## src/slrp_pkg.sv

```systemverilog
// Shared types and constants for the slice layer record parser.
// No dependencies; imported by slice_layer_record_parser_core.
package slrp_pkg;

  localparam int unsigned COORD_BITS_DEF = 16;
  localparam int unsigned BYTE_W         = 8;
  localparam int unsigned CNT_W          = 4;
  localparam int unsigned KIND_W         = 3;
  localparam logic [3:0]  HDR_LEN        = 4'd10;

  // Opcodes
  localparam logic [7:0] OP_HEADER   = 8'd1;
  localparam logic [7:0] OP_LAYER_END = 8'd2;
  localparam logic [7:0] OP_POLYLINE = 8'd3;
  localparam logic [7:0] OP_HATCH    = 8'd4;

  typedef enum logic [3:0] {
    PH_IDLE    = 4'd0,
    PH_OPCODE  = 4'd1,
    PH_HDR     = 4'd2,
    PH_HDR_PAD = 4'd3,
    PH_REC_PAD = 4'd4,
    PH_CNT_HI  = 4'd5,
    PH_CNT_LO  = 4'd6,
    PH_CO_HI   = 4'd7,
    PH_CO_LO   = 4'd8
  } phase_t;

  typedef enum logic [KIND_W-1:0] {
    EV_POLY   = 3'd0,
    EV_HATCH  = 3'd1,
    EV_COORD  = 3'd2,
    EV_END    = 3'd3,
    EV_BADOP  = 3'd4,
    EV_BADPAD = 3'd5,
    EV_WARN   = 3'd6
  } event_kind_t;

endpackage

```

## src/slice_layer_record_parser_core.sv

```systemverilog
// A result appears in the output register in the cycle after its byte is accepted.
// Throughput: one byte per cycle; input ready drops only while a result waits on out_ready.
// Bytes that cause no result pass without a bubble.
// Reset (rst_n low, synchronous): parser idle awaiting a layer start, counters and
// held bytes cleared, output register empty.
module slice_layer_record_parser_core #(
  parameter int unsigned COORD_BITS = slrp_pkg::COORD_BITS_DEF
) (
  input  logic                         clk,
  input  logic                         rst_n,
  input  logic                         in_valid,
  output logic                         in_ready,
  input  logic [slrp_pkg::BYTE_W-1:0]  in_data_byte,
  input  logic                         in_layer_start,
  output logic                         out_valid,
  input  logic                         out_ready,
  output logic [slrp_pkg::KIND_W-1:0]  out_event_kind,
  output logic [COORD_BITS-1:0]        out_value,
  output logic                         out_last_of_record
);
  import slrp_pkg::*;

  localparam int unsigned HOLD_W = COORD_BITS - BYTE_W;
  localparam int unsigned REM_W  = COORD_BITS + 2;

  phase_t              phase_r, phase_nxt, phase_eff;
  logic [CNT_W-1:0]    cnt_r, cnt_nxt, cnt_inc;
  logic [HOLD_W-1:0]   hold_r, hold_nxt;
  logic [REM_W-1:0]    rem_r, rem_nxt, rem_dec, rem_load;
  logic                hatch_r, hatch_nxt;

  logic                out_valid_r;
  event_kind_t         kind_r, kind_nxt;
  logic [COORD_BITS-1:0] value_r, value_nxt, word;
  logic                last_r, last_nxt;
  logic                emit;

  logic in_fire;
  logic out_fire;

  assign in_ready  = ~out_valid_r | out_ready;
  assign in_fire   = in_valid & in_ready;
  assign out_fire  = out_valid_r & out_ready;

  assign out_valid          = out_valid_r;
  assign out_event_kind     = kind_r;
  assign out_value          = value_r;
  assign out_last_of_record = last_r;

  // A layer start overrides whatever record is in progress.
  assign phase_eff = in_layer_start ? PH_OPCODE : phase_r;
  assign word      = {hold_r, in_data_byte};
  assign cnt_inc   = cnt_r + 4'd1;
  assign rem_load  = hatch_r ? {word, 2'b00} : {1'b0, word, 1'b0};
  assign rem_dec   = (rem_r != '0) ? rem_r - {{(REM_W-1){1'b0}}, 1'b1} : rem_r;

  always_comb begin
    phase_nxt = phase_eff;
    cnt_nxt   = cnt_r;
    hold_nxt  = hold_r;
    rem_nxt   = rem_r;
    hatch_nxt = hatch_r;
    emit      = 1'b0;
    kind_nxt  = EV_END;
    value_nxt = '0;
    last_nxt  = 1'b0;
    case (phase_eff)
      PH_OPCODE: begin
        if (in_data_byte == OP_HEADER) begin
          cnt_nxt   = '0;
          phase_nxt = PH_HDR;
        end else if (in_data_byte == OP_LAYER_END) begin
          phase_nxt = PH_IDLE;
          emit      = 1'b1;
          kind_nxt  = EV_END;
        end else if (in_data_byte == OP_POLYLINE || in_data_byte == OP_HATCH) begin
          hatch_nxt = (in_data_byte == OP_HATCH);
          phase_nxt = PH_REC_PAD;
        end else begin
          phase_nxt = PH_IDLE;
          emit      = 1'b1;
          kind_nxt  = EV_BADOP;
        end
      end
      PH_HDR: begin
        cnt_nxt = cnt_inc;
        if (cnt_inc >= HDR_LEN) phase_nxt = PH_HDR_PAD;
      end
      PH_HDR_PAD: begin
        cnt_nxt   = '0;
        phase_nxt = PH_OPCODE;
        if (in_data_byte != '0) begin
          emit     = 1'b1;
          kind_nxt = EV_WARN;
        end
      end
      PH_REC_PAD: begin
        if (in_data_byte != '0) begin
          phase_nxt = PH_IDLE;
          emit      = 1'b1;
          kind_nxt  = EV_BADPAD;
        end else begin
          phase_nxt = PH_CNT_HI;
        end
      end
      PH_CNT_HI, PH_CO_HI: begin
        hold_nxt  = in_data_byte[HOLD_W-1:0];
        phase_nxt = (phase_eff == PH_CNT_HI) ? PH_CNT_LO : PH_CO_LO;
      end
      PH_CNT_LO: begin
        rem_nxt   = rem_load;
        phase_nxt = (rem_load != '0) ? PH_CO_HI : PH_OPCODE;
        emit      = 1'b1;
        kind_nxt  = hatch_r ? EV_HATCH : EV_POLY;
        value_nxt = word;
      end
      PH_CO_LO: begin
        rem_nxt   = rem_dec;
        emit      = 1'b1;
        kind_nxt  = EV_COORD;
        value_nxt = word;
        if (rem_dec == '0) begin
          phase_nxt = PH_OPCODE;
          last_nxt  = 1'b1;
        end else begin
          phase_nxt = PH_CO_HI;
        end
      end
      default: phase_nxt = PH_IDLE;
    endcase
  end

  always_ff @(posedge clk) begin
    if (!rst_n) begin
      phase_r <= PH_IDLE;
      cnt_r   <= '0;
      hold_r  <= '0;
      rem_r   <= '0;
      hatch_r <= 1'b0;
    end else if (in_fire) begin
      phase_r <= phase_nxt;
      cnt_r   <= cnt_nxt;
      hold_r  <= hold_nxt;
      rem_r   <= rem_nxt;
      hatch_r <= hatch_nxt;
    end
  end

  // Output register: load on a result beat, drop once taken.
  always_ff @(posedge clk) begin
    if (!rst_n) begin
      out_valid_r <= 1'b0;
    end else if (in_fire && emit) begin
      out_valid_r <= 1'b1;
    end else if (out_fire) begin
      out_valid_r <= 1'b0;
    end
  end

  always_ff @(posedge clk) begin
    if (in_fire && emit) begin
      kind_r  <= kind_nxt;
      value_r <= value_nxt;
      last_r  <= last_nxt;
    end
  end

`ifndef SYNTHESIS
  a_coord_phase_has_count: assert property (@(posedge clk) disable iff (!rst_n)
    (phase_r == PH_CO_HI || phase_r == PH_CO_LO) |-> rem_r != '0)
    else $error("coordinate phase with zero remaining count");

  a_last_only_on_coord: assert property (@(posedge clk) disable iff (!rst_n)
    (out_valid_r && last_r) |-> kind_r == EV_COORD)
    else $error("last flag on a non-coordinate beat");

  a_hdr_count_bound: assert property (@(posedge clk) disable iff (!rst_n)
    (phase_r == PH_HDR) |-> cnt_r < HDR_LEN)
    else $error("header byte count out of range");

  a_no_emit_while_blocked: assert property (@(posedge clk) disable iff (!rst_n)
    (out_valid_r && !out_ready) |-> !in_fire)
    else $error("byte accepted while result register is blocked");

  a_badop_goes_idle: assert property (@(posedge clk) disable iff (!rst_n)
    (in_fire && emit && kind_nxt == EV_BADOP) |=> phase_r == PH_IDLE)
    else $error("parser not idle after bad opcode");
`endif

endmodule
```

## config.mk

```make
export PLATFORM = sky130hd
export DESIGN_NAME = slice_layer_record_parser_core
export DESIGN_NICKNAME = d
export VERILOG_FILES = /design/src/slrp_pkg.sv /design/src/slice_layer_record_parser_core.sv
export SDC_FILE = /design/constraint.sdc
export NUM_CORES = 1
export LEC_CHECK = 0
export BUFFER_PORTS_ARGS = -buffer_cell sky130_fd_sc_hd__buf_2
export CAP_MARGIN = 5
export CORE_MARGIN = 2
export CORE_UTILIZATION = 43
export CTS_CLUSTER_DIAMETER = 100
export DETAILED_ROUTE_END_ITERATION = 16
export GPL_ROUTABILITY_DRIVEN = 0
export MAX_ROUTING_LAYER = met4
export PLACE_DENSITY = 0.74
export SLEW_MARGIN = 40
export SYNTH_ARGS = -nofsm -noshare
export SYNTH_HDL_FRONTEND = slang
export SYNTH_SLANG_ARGS = --single-unit
```

## constraint.sdc

```tcl
create_clock -name clk -period 2.2 [get_ports clk]
set_input_delay 0.11 -clock clk [delete_from_list [all_inputs] [get_ports clk]]
set_output_delay 0.11 -clock clk [all_outputs]
set_load 0.02 [all_outputs]
```

==> implementation parameters, run 1 <==
Parameter                              Value

Status
  Run status    finished, violations left
  Violated checks    negative setup slack

Power and ir drop
  P_sw    0.426 mW
  Leakage power    1.72 nW
  Seq pwr share    57.4%
  Combinational group share of total power    6.8%
  Internal cell power    1.45 mW
  Peak VDD IR    252 uV
  Clock group share of total power    35.9%
  Switching share of power    22.7%
  Total power consumption of the routed design    1.88 mW
  Power density of the placed cells    442 mW/mm2

Global route
  Via count of the first global-routing pass    3121
  Pin count of the biggest net entering global routing    34
  GRT Total Usage    22.2%
  Global-route wire length before repair    15.5 mm
  Global-route congestion overflow total    0
  Initial antenna violation count    0

Route
  Via count    3492
  Initial DRC Count    322
  Post-detailed-route via-to-cell ratio    5.99
  Wirelength per Cell    16.5 um
  Detailed Routing Iterations Pass 1    5
  Number of DRC violations after detailed routing    0
  Total Wirelength    9.63 mm
  Post-detailed-route count of antenna-violating nets    0

Synthesis
  Netlist cell types    66
  Commonest cells in the synthesized netlist    sky130_fd_sc_hd__nor2_1 (51), sky130_fd_sc_hd__a21oi_1 (37), sky130_fd_sc_hd__dfxtp_1 (36)
  Most used flip-flop cell after synthesis    sky130_fd_sc_hd__dfxtp_1
  Synth warnings    0
  Syn Std Cell Area    0.00353 mm2
  Number of standard cells after synthesis    420
  Top cell type by total area after synthesis    sky130_fd_sc_hd__dfxtp_1
  Seq/Total Area, Yosys    37.4%
  Syn_nets    436
  Avg Cell Area, Syn    8.41 um2
  Fraction of registers with async set/reset    0%
  Post-synth EDFFs    20
  Top post-synthesis cells by area    sky130_fd_sc_hd__dfxtp_1 (20%), sky130_fd_sc_hd__edfxtp_1 (17%), sky130_fd_sc_hd__nor2_1 (5.4%)
  Most used standard cell by instance count after synthesis    sky130_fd_sc_hd__nor2_1
  Area share of the largest cell type after synthesis    20.4%
  Synthesized flop and latch total    56

Worst setup path
  FF-to-FF setup slack    -0.0007 ns
  Buffers plus inverters on the worst setup path    0
  Worst Setup Path Type    flop to flop
  Endpoint of the worst-slack reg-to-reg timing path    phase_r[2]
  Critical path data arrival time    2.39 ns
  Critical path's top delay family    compound AO/OA/AOI/OAI gates
  Start of the worst register-to-register path    hatch_r
  Delay of the slowest critical-path stage    0.43 ns
  Element type at the critical path start    flop
  Library cell contributing the largest single delay on the critical path    sky130_fd_sc_hd__a2111oi_1
  Cells along the critical path    mux2_2 -> a2111oi_1 -> nand4_1 -> o31ai_4 -> o21ba_2 -> nor2b_2 -> a221oi_2
  Depth of the worst register-to-register path    7
  Maximum fanout along the worst path    2
  Data required time at the worst endpoint    2.39 ns
  CP endpoint kind    flop

STA
  Setup repair after global routing missed its margin    yes
  Worst slew margin relative to its limit    67.0%
  Number of hold-slack violations in the final timing report    0
  Post-Route Setup TNS    -0.000665 ns
  Setup slack after layout    -0.000665 ns
  Pins over their slew limit    0
  Timing-limited maximum frequency    454 MHz
  Period utilization    100%
  Final setup violation count    1
  Shortest period the worst path allows    2.20 ns
  Fin Clk Skew    0.00775 ns
  Actual transition at the worst max-transition pin    0.494 ns

Placement
  Placed inst area    0.00403 mm2
  Placed wire-length estimate after detailed placement    6.85 mm
  Port Buf Inserts    34

Floorplanning
  # IOs    35
  Vert. Die Dim    94.6 um
  Cell row count    33
  Die Area    0.00895 mm2
  Floorplan die width    94.6 um
  Area of the placeable core    0.00809 mm2
  Initial Util    43.6%

Clock network
  Number of buffers on the longest clock path    2
  H-Tree Level Count    2
  Count of clock tree sinks    56
  Clock latency on the worst-skew pair    0.31 ns
  Hold bufs inserted after CTS    0
  CTS buffer count    5
  Clock root buffer    sky130_fd_sc_hd__clkbuf_8
  Clock slew at reported path FFs    0.10 ns
  TritonCTS clock tree    yes

Worst hold path
  Hold EP    rem_r[2]
  Startpoint of the worst hold path    rst_n
  Class of the tightest hold or removal check    input pin to flop
  Instance count along the most critical hold path    2

Flow run
  Count of max-cap constraint violations    0

Layout
  Summed area of non-filler cells in the final layout    0.00426 mm2
  Number of filler instances in the final layout    757
  Total Nets Final    493
  Diodes inserted    0
  Relative area change from synthesis to final layout    20.6%
  Share of final-layout standard cells stronger than drive strength 1    26.2%
## state kept, by name, summed over array words and instances (netlist names)
name and flops:
out_valid 1, cnt_r 4, phase_r 4, hold_r 8, out_event_kind 3, hatch_r 1
out_value 16, out_last_of_record 1, rem_r 18
## logic make-up after synthesis
logic type / Yosys count / synth area share (%)
AO/OA/AOI/OAI: 111 / 20.5
XOR/XNOR: 7 / 1.74
adder cells (fa/ha/maj): 3 / 1.06
buffers and inverters: 38 / 4.93
flip-flops: 56 / 37.4
multiplexers: 16 / 4.64
AND/OR/NAND/NOR: 189 / 29.7
## layer usage
layer	wire, um	GRT usage [%]	vias up	share of wire [%]
met5	0	-	-	0
met4	184	5.80	0	1.9
met3	671	2.55	14	7.0
met2	4620	35.4	169	48
met1	4150	29.9	1643	43
li1	-	-	1666	-
## worst max-delay path by stage
stage | start | end | slack, ns | cells after the start
after floorplan | rem_r[0] | out_last_of_record | 0.003 | 10
after global placement | hatch_r | phase_r[1] | -0.02 | 8
after detailed placement | rem_r[0] | out_last_of_record | -0.10 | 9
after CTS | rem_r[1] | out_last_of_record | 0.002 | 9
after global routing | rem_r[9] | phase_r[2] | -0.07 | 7
final | hatch_r | phase_r[2] | -0.0007 | 7
## through the flow
| step | util, % | hold WS (ns) | instances | setup slack [ns] |
|---|---|---|---|---|
| CTS | 51.7 | 0.0898 | 582 | 0.00215 |
| floorplan | - | 0.232 | 420 | 0.00288 |
| detailed placement | 49.8 | 0.414 | 571 | -0.104 |
| global route | 52.6 | 0.0961 | 583 | -0.0680 |
| finish | 52.6 | 0.0935 | 583 | -0.000665 |
| global placement | 49.8 | 0.408 | 571 | -0.0162 |
## cell usage in the layout, fill, tap and decap left out, types with 10 or more instances in the layout
cell type and instances:
sky130_fd_sc_hd__and3_1 18, sky130_fd_sc_hd__nor2b_1 10, sky130_fd_sc_hd__a211oi_1 15, sky130_fd_sc_hd__nor3_1 12, sky130_fd_sc_hd__mux2i_1 12, sky130_fd_sc_hd__dfxtp_1 32, sky130_fd_sc_hd__nor2_1 51, sky130_fd_sc_hd__buf_4 42
sky130_fd_sc_hd__o21ai_0 12, sky130_fd_sc_hd__nand2_1 32, sky130_fd_sc_hd__edfxtp_1 20, sky130_fd_sc_hd__a21oi_1 37, sky130_fd_sc_hd__buf_2 34, sky130_fd_sc_hd__o21ai_1 11
## final cells by class
cell class | instances | area [um2] | share of cell area [%]
multi-input cells | 326 | 2130 | 50.0
flip-flops and latches | 56 | 1330 | 31.1
repair buffers | 78 | 520 | 12.2
well taps | 105 | 131 | 3.09
clock buffers | 5 | 68.8 | 1.62
clock inverters | 3 | 42.5 | 0.999
inverters | 10 | 37.5 | 0.882
## power groups by stage
stage,Sequential [mW],Clock [mW],Combinational (mW)
floorplan,1.12,0,0.0524
global placement,1.10,0,0.123
detailed placement,1.10,0,0.124
CTS,1.08,0.687,0.124
global route,1.08,0.723,0.138
finish,1.08,0.675,0.127
## timing repair
action	in CTS	in global routing
setup buffers	3	1
cloned	0	0
endpoints found under the setup margin	3	30
gates resized for setup	6	18
pin swaps	2	3
Power figures use the tool's default switching activity.
==> inputs of run 2 (changes only) <==
- ABC_AREA: not set -> 1
- SETUP_SLACK_MARGIN: not set -> 0.1
==> run 2 against run 1 <==
Against the previous run:
- the run now ends clean
- clock-buffer cell count unchanged
- largest power group unchanged
- synthesized area decreased by 0.46%
- largest cell class unchanged
- via count grew 1.0%
- flip-flop and latch count did not move
- setup slack improved by 0.15 ns
- core utilization up 0.83 points
==> implementation parameters, run 2 <==
Parameter                              Value

Status
  Run status    complete, no violations

Route
  Detailed Routing Iterations Pass 1    5 (unchanged)
  Initial DRC Count    367 (+14%)
  Post-detailed-route via-to-cell ratio    5.42 (-9.5%)
  Wirelength per Cell    14.2 um (-14%)
  Total Wirelength    9.26 mm (-3.8%)
  Number of DRC violations after detailed routing    0 (unchanged)
  Via count    3528 (+1.0%)
  Post-detailed-route count of antenna-violating nets    0 (unchanged)

Layout
  Most common library cell in the layout ignoring fill and taps    sky130_fd_sc_hd__nand2_1
  Most frequent cells in the layout    sky130_fd_sc_hd__nand2_1 (100), sky130_fd_sc_hd__inv_1 (65), sky130_fd_sc_hd__nor2_1 (58)
  Share of final-layout standard cells stronger than drive strength 1    26.2% (+0.079 points)
  Summed area of non-filler cells in the final layout    0.00417 mm2 (-2.0%)
  Final std cells w/o fill    651 (+12%)
  Diodes inserted    0 (unchanged)
  Relative area change from synthesis to final layout    18.7%
  Footprint of the multi-input gates    0.00200 mm2 (-6.2%)
  Post-layout utilization of the core    53.4% (+0.83 points)
  Area taken by flip-flops and latches    0.00133 mm2 (+0.19%)
  Max FFs per register    18 (unchanged)
  Number of filler instances in the final layout    764 (+0.92%)
  Register ranked first by flip-flop count    rem_r
  Total Nets Final    564 (+14%)

Synthesis
  Fraction of registers with async set/reset    0% (unchanged)
  Top post-synthesis cells by area    sky130_fd_sc_hd__dfxtp_1 (21%), sky130_fd_sc_hd__edfxtp_1 (17%), sky130_fd_sc_hd__nand2_1 (12%)
  Syn_nets    519 (+19%)
  Netlist cell types    35 (-47%)
  Post-synth EDFFs    20 (unchanged)
  Seq/Total Area, Yosys    37.6% (+0.17 points)
  Number of standard cells after synthesis    503 (+20%)
  Syn Std Cell Area    0.00351 mm2 (-0.46%)
  Avg Cell Area, Syn    6.99 um2 (-17%)
  Most used flip-flop cell after synthesis    sky130_fd_sc_hd__dfxtp_1
  Top cell type by total area after synthesis    sky130_fd_sc_hd__dfxtp_1
  Synthesized flop and latch total    56 (unchanged)
  Synth warnings    0 (unchanged)
  Commonest cells in the synthesized netlist    sky130_fd_sc_hd__nand2_1 (113), sky130_fd_sc_hd__nor2_1 (73), sky130_fd_sc_hd__inv_1 (67)
  Most used standard cell by instance count after synthesis    sky130_fd_sc_hd__nand2_1
  Area share of the largest cell type after synthesis    20.5% (+0.094 points)

STA
  Period utilization    93.1% (-7.0 points)
  Final setup violation count    0 (-1)
  Pins over their slew limit    0 (unchanged)
  Fin Clk Skew    0.0159 ns (+0.00812 ns)
  Worst slew margin relative to its limit    67.4% (+0.47 points)
  Setup slack after layout    0.153 ns (+0.153 ns)
  Actual transition at the worst max-transition pin    0.487 ns (-0.00706 ns)
  Timing-limited maximum frequency    488 MHz (+7.5%)
  Setup repair after global routing missed its margin    yes
  Post-Route Setup TNS    0 ns (+0.000665 ns)
  Number of hold-slack violations in the final timing report    0 (unchanged)
  Shortest period the worst path allows    2.05 ns (-0.153 ns)
  Worst hold slack    0.0997 ns (+0.00629 ns)

Worst hold path
  Class of the tightest hold or removal check    input pin to flop
  Instance count along the most critical hold path    3 (+1)
  Startpoint of the worst hold path    in_data_byte[2]
  Hold EP    hold_r[2]

Clock network
  Clock root buffer    sky130_fd_sc_hd__clkbuf_8
  CTS buffer count    5 (unchanged)
  Hold bufs inserted after CTS    0 (unchanged)
  Clock latency on the worst-skew pair    0.32 ns (about the same)
  TritonCTS clock tree    yes
  Clock slew at reported path FFs    0.12 ns (+0.02 ns)
  Count of clock tree sinks    56 (unchanged)
  Number of buffers on the longest clock path    2 (unchanged)
  H-Tree Level Count    2 (unchanged)

Placement
  Placed wire-length estimate after detailed placement    6.56 mm (-4.3%)
  Number of instances in the placed design    633 (+11%)
  Pre-CTS setup slack    0.0312 ns (+0.135 ns)
  Placed inst area    0.00382 mm2 (-5.2%)
  Port Buf Inserts    34 (unchanged)

Global route
  Initial antenna violation count    0 (unchanged)
  Via count of the first global-routing pass    3165 (+1.4%)
  Pin count of the biggest net entering global routing    22 (-35%)
  Global-route wire length before repair    14.8 mm (-4.2%)
  GRT Total Usage    21.3% (-0.84 points)
  Global-route congestion overflow total    0 (unchanged)

Worst setup path
  FF-to-FF setup slack    0.15 ns (+0.15 ns)
  Critical path data arrival time    2.25 ns (-0.14 ns)
  Endpoint of the worst-slack reg-to-reg timing path    phase_r[1]
  Element type at the critical path start    flop
  Maximum fanout along the worst path    5 (+3)
  Data required time at the worst endpoint    2.40 ns (about the same)
  Depth of the worst register-to-register path    17 (+10)
  Worst Setup Path Type    flop to flop
  CP endpoint kind    flop
  Start of the worst register-to-register path    rem_r[0]

Power and ir drop
  Switching share of power    33.7% (+11 points)
  Total power consumption of the routed design    2.34 mW (+24%)
  Seq pwr share    48.0% (-9.4 points)
  Clock group share of total power    25.8% (-10 points)
  P_sw    0.788 mW (+85%)
  Combinational group share of total power    26.2% (+19 points)
  Internal cell power    1.55 mW (+6.7%)
  Peak VDD IR    296 uV (+18%)
  Leakage power    1.82 nW (+5.8%)
  Power density of the placed cells    561 mW/mm2 (+27%)

Flow run
  Count of max-cap constraint violations    0 (unchanged)

Floorplanning
  Vert. Die Dim    94.4 um (-0.22%)
  Die Area    0.00891 mm2 (-0.44%)
  # IOs    35 (unchanged)
  Initial Util    45.0% (+1.4 points)
  Area of the placeable core    0.00781 mm2 (-3.5%)
  Cell row count    32 (-3.0%)
  Floorplan die width    94.4 um (-0.22%)
[run 2: cell count changes after synthesis, moves of 7 or more]
cell                       delta
sky130_fd_sc_hd__nand2_1     +81
sky130_fd_sc_hd__a221oi_2     +7
sky130_fd_sc_hd__nor2_1      +22
sky130_fd_sc_hd__inv_1       +57
sky130_fd_sc_hd__nor4_1       -7
sky130_fd_sc_hd__nor2b_1     -11
sky130_fd_sc_hd__o21ai_0     +28
sky130_fd_sc_hd__clkbuf_1    -10
sky130_fd_sc_hd__a211oi_1    -13
sky130_fd_sc_hd__nand3_1     +16
sky130_fd_sc_hd__nand2b_1     -7
sky130_fd_sc_hd__o21ai_1      -9
sky130_fd_sc_hd__mux2i_1     -13
sky130_fd_sc_hd__and3_1      -18
[run 2: worst max-delay path, stage by stage, from the launching register on]
cell                      delay (ns)
sky130_fd_sc_hd__dfxtp_4        0.38
sky130_fd_sc_hd__inv_4          0.08
sky130_fd_sc_hd__ha_4           0.15
sky130_fd_sc_hd__nand2_4        0.05
sky130_fd_sc_hd__nor2_4         0.25
sky130_fd_sc_hd__inv_2          0.07
sky130_fd_sc_hd__nand2_1        0.08
sky130_fd_sc_hd__nand2_1        0.10
sky130_fd_sc_hd__nand2_1        0.11
sky130_fd_sc_hd__nand2_1        0.06
sky130_fd_sc_hd__nor2_1         0.10
sky130_fd_sc_hd__nand2_1        0.07
sky130_fd_sc_hd__nor2_1         0.10
sky130_fd_sc_hd__nand2_1        0.07
sky130_fd_sc_hd__nand2_2        0.08
sky130_fd_sc_hd__nand3_2        0.06
sky130_fd_sc_hd__nand2_1        0.06
sky130_fd_sc_hd__a21oi_1        0.06
[run 2: cell families after synthesis]
family / count (synthesis) / share of synthesized area (%)
AOI/OAI and AO/OA: 97 / 17.8
xor gates and xnor gates: 5 / 1.25
adders and majority gates: 3 / 1.07
buffers and inverters: 91 / 10.8
DFF: 56 / 37.6
and+or+nand+nor: 251 / 31.5
[run 2: worst max-delay path by stage]
stage               cells after the start  slack, ns       start                end
floorplan                              11       0.25  phase_r[3]  out_event_kind[0]
CTS                                    15       0.13    rem_r[0]         phase_r[1]
finish                                 17       0.15    rem_r[0]         phase_r[1]
detailed placement                     15       0.03    rem_r[0]         phase_r[1]
global placement                       15        0.1    rem_r[0]         phase_r[1]
global route                           15       0.03    rem_r[0]         phase_r[1]
[run 2: final cells by class]
| type | count | area share, % |
|---|---|---|
| inverter | 74 | 6.78 |
| sequential | 56 | 31.8 |
| multi-input combinational | 358 | 47.9 |
| tap | 102 | 3.06 |
| clock inverter | 3 | 0.660 |
| clock buffer | 5 | 1.65 |
| timing repair buffer | 53 | 8.10 |
[run 2: layer usage]
layer,GRT usage [%],share of wire [%],wire [um]
met5,-,0,0
met4,4.71,2.0,182
met3,2.47,6.1,565
met2,34.2,47,4360
met1,29.1,45,4150
[run 2: what timing repair did]
action | in CTS | in global routing
pin swaps | 1 | 22
gates resized for setup | 2 | 53
buffers inserted | 1 | 7
setup endpoints to repair | 3 | 35
gates cloned | 1 | 1
[run 2: power groups by stage]
| stage | combinational, mW | sequential [mW] | clock [mW] |
|---|---|---|---|
| floorplan | 0.354 | 1.17 | 0 |
| global placement | 0.489 | 1.15 | 0 |
| detailed placement | 0.497 | 1.15 | 0 |
| CTS | 0.513 | 1.12 | 0.620 |
| global route | 0.674 | 1.13 | 0.651 |
| finish | 0.613 | 1.12 | 0.605 |
